File: src/hdl/bb3_pkg.sv
// shared constants, types and register codes of the 3x3 box blur
package bb3_pkg;

	localparam int MAX_WIDTH  = 1024;
	localparam int MAX_HEIGHT = 4096;

	// column index into the line stores, row count up to height + 1
	localparam int COL_W = $clog2(MAX_WIDTH);
	localparam int ROW_W = $clog2(MAX_HEIGHT + 2);

	// raw register widths
	localparam int FW_W = 11;
	localparam int FH_W = 13;

	localparam int CFG_IDX_W  = 8;
	localparam int CFG_DATA_W = 16;

	localparam logic [CFG_IDX_W-1:0] REG_FRAME_WIDTH  = 8'd0;
	localparam logic [CFG_IDX_W-1:0] REG_FRAME_HEIGHT = 8'd1;

	localparam int W_RESET = 800;
	localparam int H_RESET = 600;

	localparam logic REQ_PIXEL = 1'b0;
	localparam logic REQ_DRAIN = 1'b1;

	localparam logic [7:0] ALPHA = 8'hFF;

	// nine 8-bit samples
	localparam int SUM_W = 12;

	// floor(x / 9) == (x * 3641) >> 15 for x up to 9 * 255
	localparam logic [SUM_W-1:0] DIV9_MUL = 12'd3641;
	localparam int DIV9_SHIFT = 15;

	typedef struct packed {
		logic [7:0] r;
		logic [7:0] g;
		logic [7:0] b;
	} rgb_t;

	typedef struct packed {
		logic [SUM_W-1:0] r;
		logic [SUM_W-1:0] g;
		logic [SUM_W-1:0] b;
	} sum_t;

	typedef struct packed {
		logic load;
		logic clear;
		logic sum_en;
	} cell_ctl_t;

endpackage

File: src/hdl/bb3_win_cell.sv
// one window column cell: holds three pixels, passes them on, gives its column sum
module bb3_win_cell (
	input  logic                       clk,
	input  logic                       arst_n,
	input  bb3_pkg::cell_ctl_t         ctl,
	input  bb3_pkg::rgb_t [2:0]        col_in,
	output bb3_pkg::rgb_t [2:0]        col_out,
	output bb3_pkg::sum_t              col_sum
);

	bb3_pkg::rgb_t [2:0] pix_q;

	always_ff @(posedge clk or negedge arst_n) begin
		if (!arst_n) begin
			pix_q <= '0;
		end else if (ctl.clear) begin
			pix_q <= '0;
		end else if (ctl.load) begin
			pix_q <= col_in;
		end
	end

	assign col_out = pix_q;

	always_comb begin
		col_sum = '0;
		if (ctl.sum_en) begin
			col_sum.r = bb3_pkg::SUM_W'(pix_q[0].r) + bb3_pkg::SUM_W'(pix_q[1].r)
				+ bb3_pkg::SUM_W'(pix_q[2].r);
			col_sum.g = bb3_pkg::SUM_W'(pix_q[0].g) + bb3_pkg::SUM_W'(pix_q[1].g)
				+ bb3_pkg::SUM_W'(pix_q[2].g);
			col_sum.b = bb3_pkg::SUM_W'(pix_q[0].b) + bb3_pkg::SUM_W'(pix_q[1].b)
				+ bb3_pkg::SUM_W'(pix_q[2].b);
		end
	end

endmodule

File: config.mk
export PLATFORM = sky130hd
export DESIGN_NAME = bb3_win_cell
export DESIGN_NICKNAME = d
export VERILOG_FILES = /design/src/hdl/bb3_pkg.sv /design/src/hdl/bb3_win_cell.sv
export SDC_FILE = /design/constraint.sdc
export NUM_CORES = 1
export LEC_CHECK = 0
export BUFFER_PORTS_ARGS = -buffer_cell sky130_fd_sc_hd__buf_2
export CORE_UTILIZATION = 35
export DETAILED_ROUTE_END_ITERATION = 8
export HOLD_SLACK_MARGIN = 0.08
export PLACE_DENSITY_LB_ADDON = 0.3
export SETUP_SLACK_MARGIN = 0.02
export SYNTH_ARGS = -nofsm -noshare
export SYNTH_HDL_FRONTEND = slang
export SYNTH_SLANG_ARGS = --single-unit
File: constraint.sdc
create_clock -name clk -period 3.5 [get_ports clk]
set_clock_uncertainty 0.15 [all_clocks]
set_input_delay 0.7 -clock clk [delete_from_list [all_inputs] [get_ports clk]]
set_output_delay 0.7 -clock clk [all_outputs]
set_load 0.005 [all_outputs]
==> results of run 1 <==
synth_stat cells, types with 4 or more instances:
library cell   n
nor2_1        87
mux2i_1       74
dfrtp_1       72
inv_1         32
fa_1          27
ha_1          21
nand2_1       14
a21oi_1       12
clkbuf_1      12
buf_2          8
and2_1         7
nand3_1        7
buf_4          6
nor3_1         6
o21ai_0        6
a211oi_1       5
a21o_1         5
nand2b_1       4
nor2b_1        4
kinds of logic (layout without fill, tap and decap cells):
group / Yosys count / count (layout)
AO/OA/AOI/OAI: 48 / 48
XOR/XNOR: 3 / 3
adder cells (fa/ha/maj): 48 / 48
buffers and inverters: 58 / 250
flip-flops: 72 / 72
multiplexers: 74 / 74
other: 1 / 6
AND/OR/NAND/NOR: 141 / 141
where the power goes:
group	internal, W	switching [W]	leakage [nW]
clock network	0.000537	0.000338	0.139
registers	0.000880	0.0000480	0.955
logic	0.000298	0.000328	2.38
total	0.00171	0.000714	3.47
final cells by class:
cell class,count,area [um^2]
multi-input combinational,320,2710
timing repair buffer,202,1090
clock inverter,2,12.5
tap,172,215
fill,1224,6450
inverter,32,120
clock buffer,14,274
sequential,72,1800
metrics by stage:
step	TNS, ns	area, um^2	hold slack, ns	util (%)
floorplan	0	4600	0.254	-
global placement	0	5630	0.371	44.5
detailed placement	0	5630	0.386	44.5
CTS	-0.207	6080	0.383	48.0
global route	-0.929	6220	0.420	49.1
finish	-0.0926	6220	0.341	49.1
worst max path at each step:
stage                       startpoint     endpoint  slack, ns
2_1_floorplan   col_out[9]$_DFFE_PN0P_  col_sum[19]       0.32
4_1_cts        col_out[65]$_DFFE_PN0P_  col_sum[33]      -0.08
5_1_grt        col_out[65]$_DFFE_PN0P_  col_sum[31]      -0.17
3_5_place_dp   col_out[17]$_DFFE_PN0P_  col_sum[33]       0.12
6_report       col_out[65]$_DFFE_PN0P_  col_sum[33]      -0.04
3_3_place_gp   col_out[17]$_DFFE_PN0P_  col_sum[33]       0.11
layer usage:
metal	up-vias	wire (um)
met3	17	771
met1	1887	5320
met5	-	0
li1	1874	-
met2	156	5720
met4	0	225
repair_timing:
action / in CTS / in global routing
setup endpoints to repair: 12 / 15
resized for setup: 21 / 18
hold endpoints to repair: 0 / 0
setup buffers: 12 / 7
pin swaps: 14 / 18
hold buffers: 0 / 0
==> out/results.tsv, run 1 <==
metric	value	unit
Post-Layout Cell Count	814	
maximum clock path buffer count	2	
Max-Cap Viols	0	
failing checks	setup timing	
syn avg cell area	10.3	um^2
fin crit period	3.54	ns
Worst R2R Setup Slack	2.41	ns
delay-heaviest family, CP	adder cells	
CTS root buf	clkbuf_16	
leakage power total	3.47	nW
routed length per instance	14.8	um
FP Rows	41	
startpoint types	flip-flop	
Worst-path clk slew	0.05	ns
largest family of logic cells by synthesized area	adder cells	
ANT cells	0	
Area growth, synth to finish	35.7	%
post-synthesis simple-gate area fraction	13.7	%
final critical-path setup slack	-0.0398	ns
Worst Setup Path Type	flip-flop to output port	
Worst R2R End	col_out[1]$_DFFE_PN0P_	
die span in x	116	um
share of the synthesized area in the top cell type	39.3	%
met1 GRT Util	22.8	%
DR vias	3934	
later-pin clock latency in the skew report	0.34	ns
GR Layer Usage met2	30.1	%
Post-Place Cells	779	
Power per Cell Area	390	mW/mm^2
register area share after synthesis	39.3	%
HPWL after DPL	8830	um
most common cell after layout, fill and taps aside	buf_2	
asr flop ratio synth	100	%
ANT nets after route	0	
R2R Path Start	col_out[1]$_DFFE_PN0P_	
Worst EP arrival	2.69	ns
core area	0.0127	mm^2
Buf/Inv on CP	3	
Total Power	0.00243	W
compound-gate portion of the synthesized area	7.21	%
final hold violations	0	
first-pass GRT wire length	18700	um
initial antenna violation count	0	
Synth Instances	445	
Most Crowded Layer GR	met2	
Initial Utilization	36.2	%
Syn Std Cell Area	0.00458	mm^2
Final Max Slew Viols	0	
largest area contributor in the netlist	dfrtp_1	
Hold WC Path Type	input port to async pin	
adder-cell share of the synthesized area	17.5	%
CP Capture Type	output port	
Overall Global Routing Usage	18.2	%
vias per cell	4.83	
Yosys Warn Count	0	
clock sink count	72	
XOR/XNOR Fraction of Synth Area	0.573	%
Final setup violation count	5	
Die H	116	um
critical-path maximum fanout	2	
Congestion Overflow GR	0	
RSZ-0062 raised after global routing	true	
largest net degree at the start of global routing	73	
Slowest cell on crit path	fa_1	
post-synthesis mux area share	16.2	%
total CTS buffers	9	
number of remaining DRC errors	0	
number of global-route vias before repair	3895	
gpl congestion	0.791	
I/O pin cnt	185	
Critical Path Max Stage Delay	0.52	ns
Worst slew margin	39.9	%
Post-synth EDFFs	0	
Final period util	101	%
routed wire length	12000	um
htree depth	3	
Critical Path RT	2.65	ns
peak supply drop	0.237	mV
Fmax	283	MHz
Largest register FFs	72	
Net count, final	762	
IO Port Bufs	178	
status	complete, but fails checks	
Iteration-0 DRC Markers	94	
most frequent cells in the layout	176 x buf_2, 87 x nor2_1, 74 x mux2i_1	
critical path depth	10	
crit-path cells	inv_2 > fa_1 > inv_1 > ha_2 > fa_2 > a21o_1 > a221oi_2 > nor2b_1 > o21ba_2 > buf_2	
met3 Usage GRT	4.26	%
CTS tree	built	
Synth cell types	43	
FF-to-FF path depth	4	
drt pass-1 iters	4	
Setup WS pre-CTS	0.117	ns
synthesized flop and latch total	72	
worst slew pin tran	0.902	ns
largest cells by area after synthesis	dfrtp_1 39%, mux2i_1 16%, fa_1 12%	
Die ar.	0.0136	mm^2
Synth Flop Type	dfrtp_1	
layout cell share with drive strength beyond 1	39.1	%
Note: power is estimated with default switching activity, not from simulation.
==> inputs of run 2 (changes only) <==
Settings changed: REMOVE_ABC_BUFFERS set to 1.
==> out/results.tsv, run 2 (synthesized netlist as in run 1, its figures left out) <==
metric	value	unit
status	complete, but fails checks	
failing checks	setup timing	
leakage power total	3.55	nW
Hold WC Path Type	input port to async pin	
vias per cell	4.76	
largest net degree at the start of global routing	73	
total CTS buffers	9	
peak supply drop	0.258	mV
HPWL after DPL	8260	um
critical-path maximum fanout	2	
RSZ-0062 raised after global routing	true	
Largest register FFs	72	
worst slew pin tran	0.921	ns
clock sink count	72	
Die ar.	0.0136	mm^2
CTS root buf	clkbuf_16	
DR vias	3900	
Max-Cap Viols	0	
crit-path cells	inv_2 > fa_1 > inv_2 > ha_4 > fa_2 > a21o_1 > a221oi_2 > nor2b_1 > o21ba_2 > buf_2	
final critical-path setup slack	-0.0394	ns
Worst Setup Path Type	flip-flop to output port	
Psw	0.000716	W
placed cell areas	0.00563	mm^2
I/O pin cnt	185	
routed length per instance	13.9	um
Finished Cell Area	0.00638	mm^2
Area growth, synth to finish	39.2	%
part of the power in registers	33.8	%
Clock power frac	43.1	%
Total Power	0.00274	W
TNS Setup	-0.112	ns
Initial Utilization	36.2	%
later-pin clock latency in the skew report	0.33	ns
CTS tree	built	
Critical Path RT	2.65	ns
most frequent cells in the layout	176 x buf_2, 86 x nor2_1, 74 x mux2i_1	
Gate power share	23.2	%
Buf/Inv on CP	3	
ANT cells	0	
IO Port Bufs	178	
Fmax	283	MHz
Worst-path clk slew	0.06	ns
delay-heaviest family, CP	adder cells	
Int Power	0.00203	W
die span in x	116	um
Slowest cell on crit path	fa_1	
routed wire length	11400	um
most common cell after layout, fill and taps aside	buf_2	
initial antenna violation count	0	
Switching Fraction	26.1	%
CP Capture Type	output port	
maximum clock path buffer count	2	
Worst EP arrival	2.69	ns
ANT nets after route	0	
final hold violations	0	
Power per Cell Area	430	mW/mm^2
layout cell share with drive strength beyond 1	40.4	%
startpoint types	flip-flop	
Hold Buf Count CTS	0	
Net count, final	768	
htree depth	3	
fin crit period	3.54	ns
core area	0.0127	mm^2
Worst slew margin	38.6	%
Final setup violation count	4	
Die H	116	um
Iteration-0 DRC Markers	91	
CP dominant cell by count	inv_2	
number of remaining DRC errors	0	
Critical Path Max Stage Delay	0.54	ns
number of global-route vias before repair	3760	
FP Rows	41	
gpl congestion	0.758	
Final Max Slew Viols	0	
Overall Global Routing Usage	17.1	%
Congestion Overflow GR	0	
drt pass-1 iters	4	
Final period util	101	%
first-pass GRT wire length	17800	um
==> run 2: cell count changes in the layout (fill, tap and decap cells not counted), sizes merged <==
| cell | delta |
|---|---|
| buf | +6 |
| clkbuf | -4 |
| clkinvlp | -1 |
| bufinv | +5 |
==> run 2: per-stage QoR <==
stage	worst slack, ns	util (%)	std cells	hold WS (ns)
2_1_floorplan	0.317	-	424	0.254
3_3_place_gp	0.129	44.4	778	0.375
3_5_place_dp	0.0697	44.4	778	0.386
4_1_cts	-0.121	49.4	813	0.391
5_1_grt	-0.179	50.4	820	0.429
6_report	-0.0394	50.4	820	0.353
==> run 2: layout make-up <==
class,count,area [um^2]
Clock buffer,10,229
Clock inverter,6,155
Fill cell,1184,6290
Inverter,32,120
Multi-Input combinational cell,320,2720
Sequential cell,72,1800
Tap cell,172,215
Timing Repair Buffer,208,1140
==> run 2: worst reg2reg max path: stages, from the launching register on <==
cell,delay (ns)
dfrtp_1,0.38
buf_4,0.13
buf_4,0.13
mux2i_1,0.13
nor2_1,0.05
==> run 2: power by group through the flow <==
stage	clock [W]	combinational (W)	sequential [W]
2_1_floorplan	0	0.000295	0.000941
3_3_place_gp	0	0.000548	0.000940
3_5_place_dp	0	0.000558	0.000943
4_1_cts	0.00121	0.000613	0.000927
5_1_grt	0.00126	0.000718	0.000933
6_report	0.00118	0.000635	0.000926
==> run 2: worst paths after layout <==
kind | cells after the start | slack [ns] | endpoint | start
min reg2reg | 2 | 0.40 | col_out[31]$_DFFE_PN0P_ | col_out[31]$_DFFE_PN0P_
max in group asynchronous | 1 | 2.25 | col_out[33]$_DFFE_PN0P_ | arst_n
min in group clk | 2 | 0.40 | col_out[31]$_DFFE_PN0P_ | col_out[31]$_DFFE_PN0P_
max reg2reg | 4 | 2.38 | col_out[65]$_DFFE_PN0P_ | col_out[65]$_DFFE_PN0P_
max | 10 | -0.04 | col_sum[33] | col_out[17]$_DFFE_PN0P_
min | 1 | 0.35 | col_out[55]$_DFFE_PN0P_ | arst_n
==> run 2: metal layers <==
metal / track usage (%) / wire length [um] / up-vias
li1: - / - / 1889
met1: 21.6 / 5150 / 1868
met2: 27.3 / 5310 / 129
met3: 5.60 / 771 / 14
met4: 6.32 / 176 / 0
met5: 0 / 0 / -
==> run 2: timing repair <==
action,in CTS,in global routing
buffers inserted,19,7
pin swaps,23,17
gates resized for setup,27,17
endpoints found under the setup margin,11,15
