`config.mk`:
```
export PLATFORM = sky130hd
export DESIGN_NAME = bb3_div9_pack
export DESIGN_NICKNAME = d
export VERILOG_FILES = /design/src/hdl/bb3_pkg.sv /design/src/hdl/bb3_div9_pack.sv
export SDC_FILE = /design/constraint.sdc
export NUM_CORES = 1
export LEC_CHECK = 0
export BUFFER_PORTS_ARGS = -buffer_cell sky130_fd_sc_hd__buf_4
export CAP_MARGIN = 20
export CORE_ASPECT_RATIO = 0.75
export CORE_MARGIN = 2
export CORE_UTILIZATION = 57
export DETAILED_ROUTE_END_ITERATION = 10
export PLACE_DENSITY = 0.86
export SYNTH_ARGS = -nofsm -noshare
export SYNTH_HDL_FRONTEND = slang
export SYNTH_SLANG_ARGS = --single-unit
export TNS_END_PERCENT = 10
```
`constraint.sdc`:
```
create_clock -name vclk -period 11
set_input_delay 3.3 -clock vclk [all_inputs]
set_output_delay 3.3 -clock vclk [all_outputs]
set_load 0.005 [all_outputs]
```
`src/hdl/bb3_pkg.sv`:
```
// shared constants, types and register codes of the 3x3 box blur
package bb3_pkg;

	localparam int MAX_WIDTH  = 1024;
	localparam int MAX_HEIGHT = 4096;

	// column index into the line stores, row count up to height + 1
	localparam int COL_W = $clog2(MAX_WIDTH);
	localparam int ROW_W = $clog2(MAX_HEIGHT + 2);

	// raw register widths
	localparam int FW_W = 11;
	localparam int FH_W = 13;

	localparam int CFG_IDX_W  = 8;
	localparam int CFG_DATA_W = 16;

	localparam logic [CFG_IDX_W-1:0] REG_FRAME_WIDTH  = 8'd0;
	localparam logic [CFG_IDX_W-1:0] REG_FRAME_HEIGHT = 8'd1;

	localparam int W_RESET = 800;
	localparam int H_RESET = 600;

	localparam logic REQ_PIXEL = 1'b0;
	localparam logic REQ_DRAIN = 1'b1;

	localparam logic [7:0] ALPHA = 8'hFF;

	// nine 8-bit samples
	localparam int SUM_W = 12;

	// floor(x / 9) == (x * 3641) >> 15 for x up to 9 * 255
	localparam logic [SUM_W-1:0] DIV9_MUL = 12'd3641;
	localparam int DIV9_SHIFT = 15;

	typedef struct packed {
		logic [7:0] r;
		logic [7:0] g;
		logic [7:0] b;
	} rgb_t;

	typedef struct packed {
		logic [SUM_W-1:0] r;
		logic [SUM_W-1:0] g;
		logic [SUM_W-1:0] b;
	} sum_t;

	typedef struct packed {
		logic load;
		logic clear;
		logic sum_en;
	} cell_ctl_t;

endpackage

```
`src/hdl/bb3_div9_pack.sv`:
```
// divide each channel sum by nine and pack as rgba
module bb3_div9_pack (
	input  bb3_pkg::sum_t sum,
	output logic [31:0]   word
);

	localparam int PROD_W = 2 * bb3_pkg::SUM_W;

	logic [PROD_W-1:0] prod_r;
	logic [PROD_W-1:0] prod_g;
	logic [PROD_W-1:0] prod_b;

	assign prod_r = PROD_W'(sum.r) * PROD_W'(bb3_pkg::DIV9_MUL);
	assign prod_g = PROD_W'(sum.g) * PROD_W'(bb3_pkg::DIV9_MUL);
	assign prod_b = PROD_W'(sum.b) * PROD_W'(bb3_pkg::DIV9_MUL);

	assign word = {
		prod_r[bb3_pkg::DIV9_SHIFT +: 8],
		prod_g[bb3_pkg::DIV9_SHIFT +: 8],
		prod_b[bb3_pkg::DIV9_SHIFT +: 8],
		bb3_pkg::ALPHA
	};

endmodule

```
==> impl_metrics.json, run 1 <==
{
  "status": "complete, but fails checks",
  "violations": "negative setup slack",
  "hold_viol_final": 0,
  "critPathMaxFanout": 4,
  "firstDrtPassIters": 4,
  "routed_via_density": 5.53,
  "grt_pass1_vias": 5332,
  "intPower_mw": 0.941,
  "postCtsSetupBuffers": 0,
  "peakVddDrop_mv": 0.347,
  "min_path_type": "in -> out",
  "fill_cells": 814,
  "grt_max_degree": 7,
  "max_cap_violations": 0,
  "clock_power_share_pct": 0,
  "leakagePower_nw": 4.15,
  "synth_cell_type_count": 43,
  "dp.cells": 896,
  "switching_power_mw": 1.04,
  "drive_above_1_share_pct": 17.1,
  "post-place-ws_ns": -0.237,
  "hp-start": "sum[11]",
  "antennaDiodeCount": 0,
  "vias": 4956,
  "worstPathRequired_ns": 7.70,
  "area_growth_pct": 16.1,
  "yosysWarnings": 0,
  "route.detailed.drc": 0,
  "initial_core_util_pct": 57.8,
  "routed_wl_um": 14700,
  "comb_power_share_pct": 100.0,
  "crit_type": "in -> out",
  "cp_data_arrival_time_ns": 7.72,
  "first_iter_violations": 308,
  "nNetsFinal": 1080,
  "grt_usage_pct": 24.8,
  "place_hpwl_um": 13100,
  "finalSetupViolCount": 2,
  "grt_setup_unrepaired": "true",
  "n_clock_buffer": 0,
  "crit_path_start_kind": "input port",
  "relSlewSlack_pct": 65.6,
  "end_kind": "output pin",
  "setup_tns_ns": -0.0309,
  "holdBufCountCts": 0,
  "avgRoutedWirePerCell_um": 16.5,
  "antenna_found_initial": 0,
  "io_buffers": 60,
  "die_area_mm2": 0.0118,
  "crit_start": "sum[14]",
  "syn_area_mm2": 0.00626,
  "finish.utilization_pct": 67.1,
  "seq_cells": 0,
  "power_mw": 1.98,
  "ys_seq_area_share_pct": 0,
  "core_mm2": 0.0108,
  "fin_crit_sh_pct": 100,
  "syn_avg_cell_area_um2": 9.35,
  "worst_pin_slew_ns": 0.503,
  "period_minus_slack_ns": 11.02,
  "timing.fmax_mhz": 90.8,
  "seq_area_um2": 0,
  "die_x_um": 125,
  "grt_overflow": 0,
  "ant_nets": 0,
  "slew_violations": 0,
  "ios": 68,
  "switching_share_pct": 52.5,
  "synthCells": 669,
  "grt_pass1_wl_um": 24300,
  "fin_ws_ns": -0.0192,
  "core.rowCount": 33,
  "fp.dieH_um": 94.7,
  "place.gp.congestion": 0.954,
  "p_per_area_mw_per_mm2": 273,
  "instances_no_fill": 896,
  "crit_end": "word[23]",
  "seq_power_share_pct": 0
}
timing repair:
action / CTS / global route
setup endpoints to repair: 13 / 17
cloned: 0 / 0
gates resized for setup: 7 / 36
pin swaps: 7 / 25
synth_stat cells (4+ instances only):
master | count | share of area (%)
nand4_1 | 9 | 0.90
nor2_1 | 19 | 1.1
inv_1 | 170 | 10
nand2_1 | 14 | 0.84
nor3_1 | 4 | 0.32
fa_1 | 87 | 28
o21a_1 | 4 | 0.48
a21oi_1 | 25 | 2.0
xnor2_1 | 24 | 3.4
buf_4 | 8 | 0.96
xor2_1 | 15 | 2.1
and3_1 | 4 | 0.40
ha_1 | 199 | 40
a21o_1 | 15 | 1.8
a31oi_1 | 4 | 0.40
a211oi_1 | 5 | 0.60
o21ai_0 | 13 | 1.0
nor2b_1 | 4 | 0.40
o31ai_1 | 5 | 0.60
nand3_1 | 8 | 0.64
power by group through the flow:
stage	clock network [mW]	logic, mW	registers, mW
after floorplan	0	1.19	0
after global placement	0	1.71	0
after detailed placement	0	1.81	0
after CTS	0	1.85	0
after global routing	0	2.19	0
final	0	1.98	0
per-stage QoR:
step,area [µm²],hold slack (ns)
4_1_cts,7100,7.27
2_1_floorplan,6280,6.97
3_5_place_dp,7060,7.27
6_report,7260,7.26
5_1_grt,7260,7.32
3_3_place_gp,7060,7.26
critical path: stages:
cell and delay [ns]:
buf_4 0.09, inv_1 0.05, fa_1 0.57, inv_2 0.07
ha_4 0.26, inv_1 0.04, fa_1 0.49, inv_2 0.04
fa_1 0.52, inv_2 0.04, fa_1 0.49, inv_2 0.05
ha_4 0.21, or3_4 0.37, o21ai_2 0.06, a311oi_1 0.06
or3_4 0.43, a211oi_4 0.27, xnor2_1 0.16, buf_4 0.14
routing by layer:
layer  global-route usage, %  wire, µm  part of all wire (%)
met5                       0         0                     0
met4                    3.06       181                   1.2
met3                    2.04       656                   4.4
met2                    45.3      7300                    50
met1                    33.5      6610                    45
cells in the final DEF (no fill, tap or decap), types with 3 or more instances in the layout:
cell      instances
inv_2             9
inv_1           161
a31oi_1           3
nand3_1           8
nor2b_1           4
a211oi_2          5
conb_1            8
a21oi_1          23
o21a_1            4
nand2_1          13
xnor2_1          24
fa_1             86
ha_4              7
buf_4            89
and3_1            4
a21o_1           15
xor2_1           15
o21ai_0          11
nor2_1           18
and2_1            3
nand4_1           9
ha_1            191
nor3_1            4
cell families after synthesis:
group	Yosys count	share of synthesized area, %
xor+xnor	39	5.46
fa+ha+maj	286	67.6
simple gates	72	5.68
compound gates	92	9.92
buf+inv	179	11.2
other cells	1	0.0599
layout make-up:
class | instances | area [µm²] | share of cell area [%]
multi-input combinational | 497 | 5780 | 79.6
inverter | 170 | 638 | 8.79
tap | 140 | 175 | 2.41
timing repair buffer | 89 | 668 | 9.20
worst min-delay path by stage:
| stage | to | slack (ns) | cells past startpoint |
|---|---|---|---|
| floorplan | word[15] | 6.97 | 3 |
| global placement | word[15] | 7.26 | 5 |
| detailed placement | word[15] | 7.27 | 5 |
| CTS | word[15] | 7.27 | 5 |
| global route | word[15] | 7.32 | 5 |
| finish | word[15] | 7.26 | 5 |
(Power assumes the default switching activity.)
==> inputs of run 2 (changes only) <==
--- a/config.mk
+++ b/config.mk
@@ -7,8 +7,7 @@
 export LEC_CHECK = 0
 export BUFFER_PORTS_ARGS = -buffer_cell sky130_fd_sc_hd__buf_4
 export CAP_MARGIN = 20
-export CORE_ASPECT_RATIO = 0.75
-export CORE_MARGIN = 2
+export CORE_MARGIN = 3
 export CORE_UTILIZATION = 57
 export DETAILED_ROUTE_END_ITERATION = 10
 export PLACE_DENSITY = 0.86
==> run 2 against run 1 <==
  * The flow still finishes with violations (negative setup slack)
  * Power is 0.98% lower
  * Flip-flop and latch count stayed put
  * Critical path type unchanged
  * Combinational power hardly changed
  * Hold slack improved by 0.024 ns
  * Critical endpoint unchanged
  * Critical path depth unchanged
  * Count of clock-buffer cells in the layout stayed put
  * Fmax barely moved
  * Setup slack improved by 0.0090 ns
==> impl_metrics.json, run 2 (synthesis results as in run 1) <==
{
  "n_clock_buffer": 0,
  "finish.utilization_pct": 69.6,
  "min_path_type": "in -> out",
  "avgRoutedWirePerCell_um": 15.4,
  "core.rowCount": 37,
  "routed_wl_um": 13900,
  "ant_nets": 0,
  "end_kind": "output pin",
  "hold_viol_final": 0,
  "fin_crit_sh_pct": 100,
  "place_hpwl_um": 12600,
  "drive_above_1_share_pct": 17.6,
  "crit_path_start_kind": "input port",
  "grt_overflow": 0,
  "place_area_mm2": 0.00709,
  "ios": 68,
  "period_minus_slack_ns": 11.01,
  "seq_area_um2": 0,
  "violations": "negative setup slack",
  "finalSetupViolCount": 2,
  "place.gp.congestion": 0.931,
  "routed_via_density": 5.35,
  "die_x_um": 111,
  "timing.fmax_mhz": 90.8,
  "leakagePower_nw": 4.19,
  "grt_pass1_wl_um": 23300,
  "crit_type": "in -> out",
  "cp_data_arrival_time_ns": 7.71,
  "final_common_cell": "ha_1",
  "hp-start": "sum[11]",
  "holdBufCountCts": 0,
  "area_growth_pct": 16.9,
  "grt_max_degree": 7,
  "worstPathRequired_ns": 7.70,
  "critPathMaxFanout": 4,
  "fp.dieH_um": 111,
  "fin_ws_ns": -0.0101,
  "layout_common_cells": "191 x ha_1, 162 x inv_1, 96 x buf_4",
  "slew_violations": 0,
  "status": "complete, but fails checks",
  "route.detailed.drc": 0,
  "die_area_mm2": 0.0123,
  "final_area_mm2": 0.00731,
  "io_buffers": 60,
  "vias": 4811,
  "firstDrtPassIters": 4,
  "first_iter_violations": 167,
  "antenna_found_initial": 0,
  "setup_tns_ns": -0.0103,
  "grt_pass1_vias": 5345,
  "initial_core_util_pct": 59.5,
  "grt_usage_pct": 22.0,
  "antennaDiodeCount": 0,
  "max_cap_violations": 0,
  "crit_start": "sum[15]",
  "grt_setup_unrepaired": "true",
  "p_per_area_mw_per_mm2": 268,
  "core_mm2": 0.0105,
  "seq_cells": 0,
  "peakVddDrop_mv": 0.346,
  "nNetsFinal": 1087
}
## run 2: path summary, 6_finish.rpt
path | endpoint | slack (ns) | depth (start not counted)
max | word[23] | -0.01 | 20
min | word[15] | 7.29 | 5
## run 2: routing by layer
layer  track usage (%)  vias to the layer above  wire [µm]
met1              27.8                     2271       5860
li1                  -                     2384          -
met3              1.04                       19        505
met4              3.12                        0        178
met2              42.0                      137       7320
met5                 0                        -          0
## run 2: layout make-up
cell class | count | area [µm²]
inverter | 170 | 638
tap | 136 | 170
timing repair buffer | 96 | 721
multi-input combinational | 497 | 5780
fill | 777 | 3200
## run 2: power breakdown
group	internal (mW)	switching, mW
combinational	0.939	1.02
sequential	0	0
clock	0	0
total	0.939	1.02
## run 2: critical path: stages
cell      delay (ns)
buf_4           0.09
inv_2           0.04
fa_1            0.55
inv_2           0.06
ha_4            0.27
inv_2           0.03
fa_1            0.49
inv_2           0.04
fa_1            0.52
inv_2           0.05
fa_1            0.51
inv_2           0.06
ha_4            0.21
or3_4           0.37
o21ai_2         0.08
a311oi_1        0.06
or3_4           0.42
a211oi_4        0.29
xnor2_2         0.15
buf_4           0.13
## run 2: timing repair
item,in CTS,in global routing
gates resized for setup,15,25
endpoints found under the setup margin,14,18
pin swaps,12,17
setup buffers,2,1
cloned,0,0
## run 2: per-stage QoR
step	cells	power [mW]	worst slack (ns)	hold WS [ns]
after global routing	899	2.20	-0.242	7.36
after detailed placement	896	1.80	-0.326	7.30
final	899	1.96	-0.0101	7.29
after global placement	896	1.71	-0.149	7.28
after floorplan	676	1.19	0.144	6.97
after CTS	898	1.84	-0.0612	7.30
==> inputs of run 3 (changes only) <==
--- a/config.mk
+++ b/config.mk
@@ -7,8 +7,10 @@
 export LEC_CHECK = 0
 export BUFFER_PORTS_ARGS = -buffer_cell sky130_fd_sc_hd__buf_4
 export CAP_MARGIN = 20
+export CELL_PAD_IN_SITES_DETAIL_PLACEMENT = 0
+export CELL_PAD_IN_SITES_GLOBAL_PLACEMENT = 1
 export CORE_MARGIN = 3
-export CORE_UTILIZATION = 57
+export CORE_UTILIZATION = 44
 export DETAILED_ROUTE_END_ITERATION = 10
 export PLACE_DENSITY = 0.86
 export SYNTH_ARGS = -nofsm -noshare
==> constraint.sdc (replaced) <==
create_clock -name vclk -period 11
set_input_delay 3.3 -clock vclk [all_inputs]
set_output_delay 3.3 -clock vclk [all_outputs]
set_load 0.1 [all_outputs]
==> run 3 against run 2 <==
  * Routed wire length is 5.8% higher
  * The run still ends with negative setup slack left
  * Die area is 28% higher
  * Utilization is 10 points lower
  * Flip-flop and latch count stayed put
  * Critical endpoint is now word[20]
  * Critical path type unchanged
  * Via count is 3.0% higher
  * Final cell count is 8.3% higher
  * Sequential share of layout area stayed put
==> impl_metrics.json, run 3 (synthesis results as in run 1) <==
{
  "die_x_um": 125,
  "nNetsFinal": 1122,
  "avgRoutedWirePerCell_um": 15.1,
  "route.detailed.drc": 0,
  "min_to": "word[15]",
  "status": "complete, but fails checks",
  "n_clock_buffer": 0,
  "hold_viol_final": 0,
  "grt_pass1_wl_um": 24800,
  "slew_violations": 0,
  "holdBufCountCts": 0,
  "cp_slowest_cell": "fa_1",
  "crit_type": "in -> out",
  "routed_via_density": 5.09,
  "worstSetupPathDepth": 21,
  "grt_setup_unrepaired": "true",
  "io_buffers": 60,
  "core_mm2": 0.0136,
  "crit_path_start_kind": "input port",
  "path_buf_inv": 9,
  "area_growth_pct": 28.9,
  "drive_above_1_share_pct": 25.8,
  "initial_core_util_pct": 46.1,
  "cp_cell_sequence": "buf_6, inv_4, fa_1, inv_2, ha_4, inv_2, fa_1, inv_2, fa_1, inv_1, fa_1, inv_2, ha_4, or3_4, o21ai_2, a311oi_2, or3_4, buf_4, a21oi_4, xnor2_2, buf_8",
  "fill_cells": 1128,
  "critPathMaxFanout": 4,
  "min_delay_path_depth": 5,
  "max_cap_violations": 0,
  "fin_ws_ns": -0.0871,
  "layout_common_cells": "186 x ha_1, 156 x inv_1, 109 x buf_4",
  "grt_max_degree": 7,
  "fin_crit_sh_pct": 101,
  "finish.utilization_pct": 59.5,
  "hp-start": "sum[11]",
  "ios": 68,
  "final_area_mm2": 0.00806,
  "place.gp.congestion": 0.906,
  "antennaDiodeCount": 0,
  "setup_tns_ns": -0.216,
  "slowest_delay_ns": 0.55,
  "seq_cells": 0,
  "end_kind": "output pin",
  "timing.fmax_mhz": 90.2,
  "seq_area_um2": 0,
  "first_iter_violations": 153,
  "vias": 4955,
  "fp.dieH_um": 125,
  "cp_data_arrival_time_ns": 7.79,
  "ant_nets": 0,
  "core.rowCount": 42,
  "place_hpwl_um": 13000,
  "finalSetupViolCount": 3,
  "worstPathRequired_ns": 7.70,
  "whs_ns": 7.44,
  "grt_usage_pct": 18.4,
  "routed_wl_um": 14700,
  "crit_family": "adder cells",
  "violations": "negative setup slack",
  "firstDrtPassIters": 4,
  "min_path_type": "in -> out",
  "period_minus_slack_ns": 11.09,
  "grt_overflow": 0,
  "place_area_mm2": 0.00753,
  "final_common_cell": "ha_1",
  "die_area_mm2": 0.0157,
  "grt_pass1_vias": 5469,
  "antenna_found_initial": 0
}
==> run 3: layer usage <==
metal  vias up  global-route usage, %  routed length, µm
met3        10                  0.725                530
met1      2381                   24.8               6500
met5         -                      0                  0
li1       2455                      -                  -
met4         0                   1.79                101
met2       109                   33.9               7530
==> run 3: layout make-up <==
class / instances / area (µm²) / area share, %
timing repair buffer: 131 / 1140 / 14.1
multi-input combinational: 497 / 6060 / 75.2
inverter: 170 / 646 / 8.01
tap: 176 / 220 / 2.73
==> run 3: how the worst max path moves through the flow <==
stage                to  slack, ns     from
6_report       word[20]      -0.09  sum[15]
5_1_grt        word[20]      -0.19  sum[13]
4_1_cts        word[23]      -0.06  sum[14]
3_5_place_dp   word[23]      -0.35  sum[13]
3_3_place_gp   word[23]      -0.32  sum[13]
2_1_floorplan  word[26]      -0.54  sum[31]
==> run 3: repair_timing <==
item	CTS	global route
pin swaps	26	33
endpoints found under the setup margin	20	22
gates resized for setup	56	52
setup buffers	1	4
endpoints found under the hold margin	0	0
==> run 3: per-stage QoR <==
step / cells / setup WS (ns)
CTS: 970 / -0.0561
finish: 974 / -0.0871
floorplan: 676 / -0.543
global route: 974 / -0.191
detailed placement: 969 / -0.347
global placement: 969 / -0.315
Power of run 3 is left out: the tool's default activity adds up to more than one toggle a clock period on the data nets, which glitch-free logic cannot reach.
